**src/sb2dec_pkg.sv**
```systemverilog
// ----------------------------------------------------------------------------
// sb2dec_pkg
// Shared constants and controller/datapath interface types for the signed
// binary to decimal ASCII converter.
// ----------------------------------------------------------------------------
package sb2dec_pkg;

    localparam int VALUE_W    = 64;
    localparam int CHAR_W     = 8;
    localparam int DIGIT_W    = 4;
    localparam int NUM_DIGITS = 20;
    localparam int BCD_W      = NUM_DIGITS * DIGIT_W;
    localparam int STEP_W     = $clog2(VALUE_W);
    localparam int REM_W      = $clog2(NUM_DIGITS + 1);

    localparam logic [CHAR_W-1:0]  CHAR_ZERO  = 8'd48;
    localparam logic [CHAR_W-1:0]  CHAR_MINUS = 8'd45;
    localparam logic [DIGIT_W-1:0] DABBLE_MIN = 4'd5;
    localparam logic [DIGIT_W-1:0] DABBLE_ADD = 4'd3;

    typedef struct packed {
        logic load;
        logic step;
        logic shift;
        logic put_sign;
        logic put_digit;
    } t_cmd;

    typedef struct packed {
        logic conv_done;
        logic top_zero;
        logic more;
        logic neg;
        logic out_free;
    } t_sts;

endpackage

```
**src/sb2dec_ctrl.sv**
```systemverilog
// ----------------------------------------------------------------------------
// sb2dec_ctrl
// Sequencer: load, 64 double-dabble steps, leading-zero skip, then sign and
// digit emission into the output register.
// ----------------------------------------------------------------------------
module sb2dec_ctrl
    import sb2dec_pkg::*;
(
    input  logic i_clk,
    input  logic i_rst_n,
    input  logic i_valid,
    input  t_sts i_sts,
    output t_cmd o_cmd,
    output logic o_busy
);

    typedef enum logic [2:0] {
        S_IDLE,
        S_CONV,
        S_SKIP,
        S_SIGN,
        S_DIGIT
    } t_state;

    t_state r_state;
    t_state n_state;

    always_ff @(posedge i_clk) begin
        if (!i_rst_n) begin
            r_state <= S_IDLE;
        end else begin
            r_state <= n_state;
        end
    end

    always_comb begin
        n_state = r_state;
        o_cmd   = '0;
        case (r_state)
            S_IDLE: begin
                if (i_valid) begin
                    o_cmd.load = 1'b1;
                    n_state    = S_CONV;
                end
            end
            S_CONV: begin
                o_cmd.step = 1'b1;
                if (i_sts.conv_done) begin
                    n_state = S_SKIP;
                end
            end
            S_SKIP: begin
                if (i_sts.top_zero && i_sts.more) begin
                    o_cmd.shift = 1'b1;
                end else if (i_sts.neg) begin
                    n_state = S_SIGN;
                end else begin
                    n_state = S_DIGIT;
                end
            end
            S_SIGN: begin
                if (i_sts.out_free) begin
                    o_cmd.put_sign = 1'b1;
                    n_state        = S_DIGIT;
                end
            end
            S_DIGIT: begin
                if (i_sts.out_free) begin
                    o_cmd.put_digit = 1'b1;
                    if (!i_sts.more) begin
                        n_state = S_IDLE;
                    end
                end
            end
            default: begin
                n_state = S_IDLE;
            end
        endcase
    end

    assign o_busy = (r_state != S_IDLE);

endmodule

```
**src/sb2dec_dp.sv**
```systemverilog
// ----------------------------------------------------------------------------
// sb2dec_dp
// Datapath: magnitude shift register, 20-digit BCD register with add-3
// correction, digit countdown and the output word register.
// ----------------------------------------------------------------------------
module sb2dec_dp
    import sb2dec_pkg::*;
(
    input  logic                      i_clk,
    input  logic                      i_rst_n,
    input  logic signed [VALUE_W-1:0] i_value,
    input  t_cmd                      i_cmd,
    input  logic                      i_stall,
    output t_sts                      o_sts,
    output logic                      o_valid,
    output logic [CHAR_W-1:0]         o_char_code,
    output logic                      o_is_last
);

    logic [VALUE_W-1:0] r_mag;
    logic [BCD_W-1:0]   r_bcd;
    logic [BCD_W-1:0]   n_bcd_adj;
    logic [STEP_W-1:0]  r_cnt;
    logic [REM_W-1:0]   r_rem;
    logic               r_neg;
    logic               r_o_valid;
    logic [CHAR_W-1:0]  r_char;
    logic               r_last;
    logic [DIGIT_W-1:0] top_digit;

    always_comb begin
        for (int k = 0; k < NUM_DIGITS; k++) begin
            if (r_bcd[k*DIGIT_W +: DIGIT_W] >= DABBLE_MIN) begin
                n_bcd_adj[k*DIGIT_W +: DIGIT_W] = r_bcd[k*DIGIT_W +: DIGIT_W] + DABBLE_ADD;
            end else begin
                n_bcd_adj[k*DIGIT_W +: DIGIT_W] = r_bcd[k*DIGIT_W +: DIGIT_W];
            end
        end
    end

    assign top_digit = r_bcd[BCD_W-1 -: DIGIT_W];

    always_ff @(posedge i_clk) begin
        if (i_cmd.load) begin
            r_neg <= i_value[VALUE_W-1];
            r_mag <= i_value[VALUE_W-1] ? (~i_value + VALUE_W'(1)) : i_value;
            r_bcd <= '0;
            r_cnt <= '0;
            r_rem <= REM_W'(NUM_DIGITS);
        end else if (i_cmd.step) begin
            r_bcd <= {n_bcd_adj[BCD_W-2:0], r_mag[VALUE_W-1]};
            r_mag <= {r_mag[VALUE_W-2:0], 1'b0};
            r_cnt <= r_cnt + STEP_W'(1);
        end else if (i_cmd.shift || i_cmd.put_digit) begin
            r_bcd <= {r_bcd[BCD_W-DIGIT_W-1:0], {DIGIT_W{1'b0}}};
            r_rem <= r_rem - REM_W'(1);
        end
    end

    always_ff @(posedge i_clk) begin
        if (i_cmd.put_sign) begin
            r_char <= CHAR_MINUS;
            r_last <= 1'b0;
        end else if (i_cmd.put_digit) begin
            r_char <= CHAR_ZERO + {{(CHAR_W-DIGIT_W){1'b0}}, top_digit};
            r_last <= (r_rem == REM_W'(1));
        end
    end

    always_ff @(posedge i_clk) begin
        if (!i_rst_n) begin
            r_o_valid <= 1'b0;
        end else if (i_cmd.put_sign || i_cmd.put_digit) begin
            r_o_valid <= 1'b1;
        end else if (!i_stall) begin
            r_o_valid <= 1'b0;
        end
    end

    assign o_sts.conv_done = (r_cnt == {STEP_W{1'b1}});
    assign o_sts.top_zero  = (top_digit == '0);
    assign o_sts.more      = (r_rem != REM_W'(1));
    assign o_sts.neg       = r_neg;
    assign o_sts.out_free  = !r_o_valid || !i_stall;

    assign o_valid     = r_o_valid;
    assign o_char_code = r_char;
    assign o_is_last   = r_last;

endmodule

```
**src/signed_binary_to_decimal_ascii.sv**
```systemverilog
// ----------------------------------------------------------------------------
// signed_binary_to_decimal_ascii
// Converts a signed 64-bit integer to its decimal ASCII text, one character
// per output word, most significant first, with a minus sign when negative.
//
//   channel | direction | valid   | stall   | payload
//   --------+-----------+---------+---------+-------------------------
//   input   | in        | i_valid | o_stall | i_value[63:0]
//   output  | out       | o_valid | i_stall | o_char_code[7:0], o_is_last
//
// One number takes a load, 64 shift-add-3 steps, a skip over the leading zero
// digits of an N-digit result and the exit from that skip, then one output
// character per cycle while the output does not stall (N, plus one for the
// sign when the number is negative).
// A new number is taken while the last character still waits in the output
// register. Reset is synchronous, active low, and clears the sequencer and
// the output valid. Output stalls hold the current word and pause emission.
// ----------------------------------------------------------------------------
module signed_binary_to_decimal_ascii
    import sb2dec_pkg::*;
(
    input  logic                      i_clk,
    input  logic                      i_rst_n,
    input  logic                      i_valid,
    output logic                      o_stall,
    input  logic signed [VALUE_W-1:0] i_value,
    output logic                      o_valid,
    input  logic                      i_stall,
    output logic [CHAR_W-1:0]         o_char_code,
    output logic                      o_is_last
);

    t_cmd cmd;
    t_sts sts;
    logic busy;

    sb2dec_ctrl u_ctrl (
        .i_clk   (i_clk),
        .i_rst_n (i_rst_n),
        .i_valid (i_valid),
        .i_sts   (sts),
        .o_cmd   (cmd),
        .o_busy  (busy)
    );

    sb2dec_dp u_dp (
        .i_clk       (i_clk),
        .i_rst_n     (i_rst_n),
        .i_value     (i_value),
        .i_cmd       (cmd),
        .i_stall     (i_stall),
        .o_sts       (sts),
        .o_valid     (o_valid),
        .o_char_code (o_char_code),
        .o_is_last   (o_is_last)
    );

    assign o_stall = busy;

endmodule

```
**config.mk**
```make
export PLATFORM = sky130hd
export DESIGN_NAME = signed_binary_to_decimal_ascii
export DESIGN_NICKNAME = d
export VERILOG_FILES = /design/src/sb2dec_pkg.sv /design/src/sb2dec_ctrl.sv /design/src/sb2dec_dp.sv /design/src/signed_binary_to_decimal_ascii.sv
export SDC_FILE = /design/constraint.sdc
export NUM_CORES = 1
export LEC_CHECK = 0
export BUFFER_PORTS_ARGS = -buffer_cell sky130_fd_sc_hd__buf_4
export CORE_MARGIN = 10
export CORE_UTILIZATION = 55
export DETAILED_ROUTE_END_ITERATION = 16
export PLACE_DENSITY_LB_ADDON = 0.3
export SETUP_SLACK_MARGIN = 0.3
export SYNTH_ARGS = -nofsm -noshare
export SYNTH_HDL_FRONTEND = slang
export SYNTH_HIERARCHICAL = 1
export SYNTH_SLANG_ARGS = --single-unit
```
**constraint.sdc**
```tcl
create_clock -name i_clk -period 5.1 [get_ports i_clk]
set_clock_uncertainty 0.15 [all_clocks]
set_input_delay 0.765 -clock i_clk [delete_from_list [all_inputs] [get_ports i_clk]]
set_output_delay 0.765 -clock i_clk [all_outputs]
set_load 0.01 [all_outputs]
```
## Word level (Yosys, flattened, before mapping)

Cells that the tools add are included.

- Register bits after elaboration: 169
- Input bits: 68
- Output and inout bits: 11
- Logic and storage cells: 125

- $add $sub $neg: 24
- Order comparisons: 20
- Equality and inequality tests: 14
- Multiplexer cells: 43
- Bitwise gates (word level): 2
- Reduce and logical (&&, ||, !) cells: 13

Operator list:

| operator | number |
|---|---|
| $mux W64 | 3 |
| $mux W80 | 2 |
| $ge A4 B3 Y1 const B | 20 |
| $add A4 B2 Y4 const B | 19 |
| $mux W4 | 19 |
| $add A64 B2 Y64 const B | 1 |
| $not A64 Y64 | 1 |
| $mux W3 | 8 |
| $pmux W3 S5 | 1 |
| $ne A2 B2 Y1 const B | 6 |
| $mux W1 | 10 |
| $add A6 B4 Y7 const A | 1 |
| $add A6 B1 Y6 const B | 1 |
| $eq A3 B2 Y1 const B | 2 |
| $eq A6 B6 Y1 const B | 1 |
| $reduce_and A6 Y1 | 1 |
| $eq A5 B1 Y1 const B | 1 |
| $ne A5 B1 Y1 const B | 1 |
| $sub A5 B1 Y5 const B | 1 |
| $logic_not A4 Y1 | 1 |
| $reduce_bool A2 Y1 | 2 |
| $add A3 B2 Y3 const B | 1 |
| $eq A3 B1 Y1 const B | 1 |
| $eq A3 B3 Y1 const B | 1 |
| other kinds (8) | 11 |

## Longest topological paths before layout

- Depth in word-level cells: 7
- Mapped depth: 11
- Mapped depth without buffers: 10

## Cells and area by module

The synthesis kept the hierarchy.

By module, submodules not included:

| module | instances | cells an instance | area each (um^2) | seq. area each (um^2) |
|---|---|---|---|---|
| sb2dec_dp | 1 | 1205 | 10453.8 | 3913.8 |
| sb2dec_ctrl | 1 | 36 | 287.8 | 60.1 |

## Worst setup path after synthesis

No wires, ideal clock.

- Path type: flip-flop to flip-flop
- From: register u_ctrl.r_state[0]
- To: register u_dp.r_mag[0] (enable)
- Setup time: 394 ps
- Arrival time: 2692 ps
- Required time: 4556 ps
- Path slack: 1863 ps
- Stages on the path, launching flop included: 8
- Path buffers: 4
- Period minus slack after synthesis: 3237 ps
- Path through: dfxtp_1 buf_6 or3_2 nor2_1 clkbuf_1 clkbuf_1 clkbuf_1 or2_2

RTL lines:

| element | RTL line | RTL |
|---|---|---|
| from (decl) | sb2dec_ctrl.sv:25 | `t_state r_state;` |
| from (signal assigned) | sb2dec_ctrl.sv:32 | `r_state <= n_state;` |
| to (signal assigned) | sb2dec_dp.sv:46 | `r_mag <= i_value[VALUE_W-1] ? (~i_value + VALUE_W'(1)) : i_value;` |
| to (signal assigned) | sb2dec_dp.sv:52 | `r_mag <= {r_mag[VALUE_W-2:0], 1'b0};` |
| to (decl) | sb2dec_dp.sv:20 | `logic [VALUE_W-1:0] r_mag;` |

==> results.md <==
* Slew Limit Fails at 0
* Global-route wire length before repair at roughly 43000 um
* Final nets at 1374
* Initial drt markers at 863
* CP Capture Type: register
* Residual DRC at 0
* Share of layout cells above drive strength 1 at 12.0%
* Final setup viols at 0
* Number of global-route vias before repair at 8914
* Final Total Pwr at 0.00683 W
* GR Overflow Total at 0
* ANT cells at 0
* IO buf count at 75
* Initial Utilization at 55.6%
* Maxcap violations at 0
* Layout Cells excl Fill at roughly 1500
* Worst EP arrival at ~3.1 ns
* Worst-Margin Slew at roughly 1.2 ns
* CTS tree: done
* Sequential share of the synthesized area at around 37%
* CTS H-tree lvls at 4
* Pwr dens at 571 mW/mm^2
* Routed WL per cell at 17.0 um
* Critical path buffers and inverters at 2
* CTS Sinks at ~170
* Hold Crit Class: register to register
* Post-Syn Area at between 0.01 and 0.015 mm^2
* Most used DFF post-synth: dfxtp_1
* VDD IR max at 0.320 mV
* Synthesis-to-finish area growth at 11.3%
* Initial antenna violation count at 0
* Fmax at 0.315 GHz
* Skew-Pair Late Insertion Delay at 0.43 ns
* CP Class: register to register
* Synthesized instance count at roughly 1200
* Dpl hpwl at 17000 um
* Sw Share at 41.2%
* Max incr delay on CP at approximately 0.66 ns
* Unrepaired setup endpoints after global routing: false
* Die Area at 0.0255 mm^2
* Number of post-CTS setup repair buffers at 0
* Worst path cell trace: or3_2, nor2_4, buf_12, or2_2, buf_4
* Cts repair resizes at 0
* Gp weighted congestion at about 0.89
* Critical Path Source Type: register
* Post-synth cell types at about 80
* Sequential share of power at 36.9%
* # rows at 51
* Status: finished clean
* Fraction of registers with async set/reset at 0%
* Synthesis Warnings at 6
* Slowest-stage cell, CP: buf_4
* CTS root buf: clkbuf_16
* Placed insts at 1508
* Post-CTS Hold Fix Bufs at 0
* Pre-Repair DR Iteration Count at 6
* Max-slew headroom at 16.7%
* Die Y at 160 um
* Final critical-path share of the clock period at just over 60%
* CP required at around 5 ns
* Fillcell total at 1660
* Vias after detailed routing at 9516
* Combinational share of power at 44.9%
* LEAKAGE at roughly 4.3 nW
* Tot GR Track Use at 19.8%
* Largest net degree at the start of global routing at around 220
* Top delay family on crit path: buffers and inverters
* Fin crit period at 3.17 ns
* Footprint of the multi-input gates at 0.00626 mm^2
* Seq. cell area at 0.00397 mm^2
* Post-layout util at 61.8%
* Design area at 0.0120 mm^2
* Fin Setup TNS at 0 ns
* Clock power share at a little under a fifth
* Clk pin slew, worst setup/hold paths at 0.07 ns
* Core Area at 0.0193 mm^2
* Final hold vios at 0
* Maximum fanout along the worst path at 215
* Routed Antenna Nets at 0
* Die W at between 150 and 200 um
* TritonCTS Buffers at 17
* CTS Buffer Depth at 2
* Yosys reg bits at 166
* Total Wirelength at 26200 um
* Post-place instance area at 0.0114 mm^2
* Pint at 0.00402 W
* Routed vias/inst at slightly above 6
* Average cell area after synthesis at 8.66 um^2
* Post-synth EDFFs at 65
* Switching power at 0.00281 W
* Num ports at 79
## state kept, by name (all words and copies together) (netlist names), 3 cells and up
register,cells
u_dp/r_rem,5
u_dp/r_bcd,80
u_dp/o_char_code,5
u_dp/r_mag,64
u_dp/r_cnt,6
u_ctrl/r_state,3
## power groups by stage
stage	clock network, W	logic [W]	registers (W)
finish	0.00125	0.00306	0.00252
CTS	0.00127	0.00306	0.00251
floorplan	0	0.00243	0.00242
global placement	0	0.00294	0.00252
global route	0.00132	0.00346	0.00260
detailed placement	0	0.00304	0.00253
## synthesized netlist by cell type, drive strengths merged, types with 3 or more instances
library cell / n / area share (%)
o21ai: 51 / 2.4
clkbuf: 69 / 2.4
o41ai: 14 / 1.1
a32oi: 7 / 0.57
o311ai: 3 / 0.24
a211o: 4 / 0.33
a22oi: 3 / 0.21
or2: 6 / 0.35
a2111oi: 5 / 0.41
a221oi: 6 / 0.49
xor2: 35 / 2.9
nand2b: 24 / 1.4
o211ai: 5 / 0.35
a31oi: 15 / 0.87
nor2: 120 / 4.2
a21oi: 127 / 6.0
inv: 52 / 1.8
o31ai: 13 / 0.91
nand2: 87 / 3.1
nand4: 18 / 1.1
a222oi: 19 / 1.8
buf: 13 / 0.68
nor2b: 18 / 1.0
nand3: 33 / 1.6
a211oi: 40 / 2.8
nor4: 16 / 1.6
o221ai: 18 / 1.5
edfxtp: 65 / 18
dfxtp: 101 / 19
and3: 10 / 0.58
or3: 22 / 1.3
nand3b: 7 / 0.49
ha: 44 / 5.1
xnor2: 29 / 2.4
nor3b: 20 / 1.4
nand4b: 7 / 0.63
nor3: 21 / 1.0
mux2i: 44 / 4.1
or4: 21 / 1.6
## stage by stage
step | worst slack (ns) | hold WS, ns
2_1_floorplan | 1.86 | 0.308
3_3_place_gp | 1.68 | 0.303
3_5_place_dp | 1.62 | 0.315
4_1_cts | 1.87 | 0.331
5_1_grt | 1.68 | 0.365
6_report | 1.93 | 0.327
## routing by layer
| layer | up-vias | wire (um) | track usage, % |
|---|---|---|---|
| met5 | - | 0 | 0 |
| met4 | 0 | 395 | 6.19 |
| met3 | 39 | 1690 | 4.45 |
| met2 | 318 | 12500 | 33.0 |
| met1 | 4492 | 11600 | 25.0 |
| li1 | 4667 | - | - |
## cells in the final DEF (no fill, tap or decap), types with 5 or more instances in the layout
cell type	instances
a21oi_1	126
nor2_1	118
dfxtp_1	101
nand2_1	86
buf_4	82
edfxtp_1	65
inv_1	52
o21ai_0	50
mux2i_1	44
ha_1	44
a211oi_1	40
xor2_1	35
nand3_1	32
xnor2_1	29
nand2b_1	24
nor3b_1	20
or3_1	19
nor3_1	19
a222oi_1	19
nor2b_1	18
or4_1	18
o221ai_1	18
clkbuf_16	17
nand4_1	17
a31oi_1	15
o41ai_1	14
o31ai_1	13
and3_1	10
nor4_1	7
nor4_2	7
nand3b_1	7
a32oi_1	7
a221oi_1	6
nand4b_1	6
o211ai_1	5
a2111oi_0	5
or2_2	5
## tightest hold or removal path, cell delays in order (launching register included)
cell     delay (ns)
dfxtp_1        0.33
nor2_1         0.05
nor2_1         0.06
## area by class of cell
class	count	area share (%)
clock buffer	18	3.59
clock inverter	14	1.05
inverter	52	1.63
multi-input combinational	942	52.4
sequential	166	33.2
tap	265	2.77
timing repair buffer	83	5.32
## final timing paths
check / cells past startpoint / to / startpoint / slack [ns]
hold reg to reg: 2 / u_dp/o_char_code[4]$_SDFFE_PP0P_ / u_dp/o_char_code[4]$_SDFFE_PP0P_ / 0.33
setup / recovery: 5 / u_dp/r_mag[13]$_DFFE_PP_ / u_ctrl/r_state[0]$_SDFFE_PN0P_ / 1.93
hold / removal: 2 / u_dp/o_char_code[4]$_SDFFE_PP0P_ / u_dp/o_char_code[4]$_SDFFE_PP0P_ / 0.33
setup reg to reg: 5 / u_dp/r_mag[13]$_DFFE_PP_ / u_ctrl/r_state[0]$_SDFFE_PN0P_ / 1.93
## logic make-up after synthesis
logic type | after synthesis | synth area share, %
and+or+nand+nor | 441 | 22.3
AOI/OAI and AO/OA | 344 | 21.0
DFF | 166 | 37.0
buffers and inverters | 134 | 4.90
xor gates and xnor gates | 64 | 5.22
muxes | 46 | 4.31
adders and majority gates | 44 | 5.13
other | 2 | 0.0699
Power figures use the tool's default switching activity.
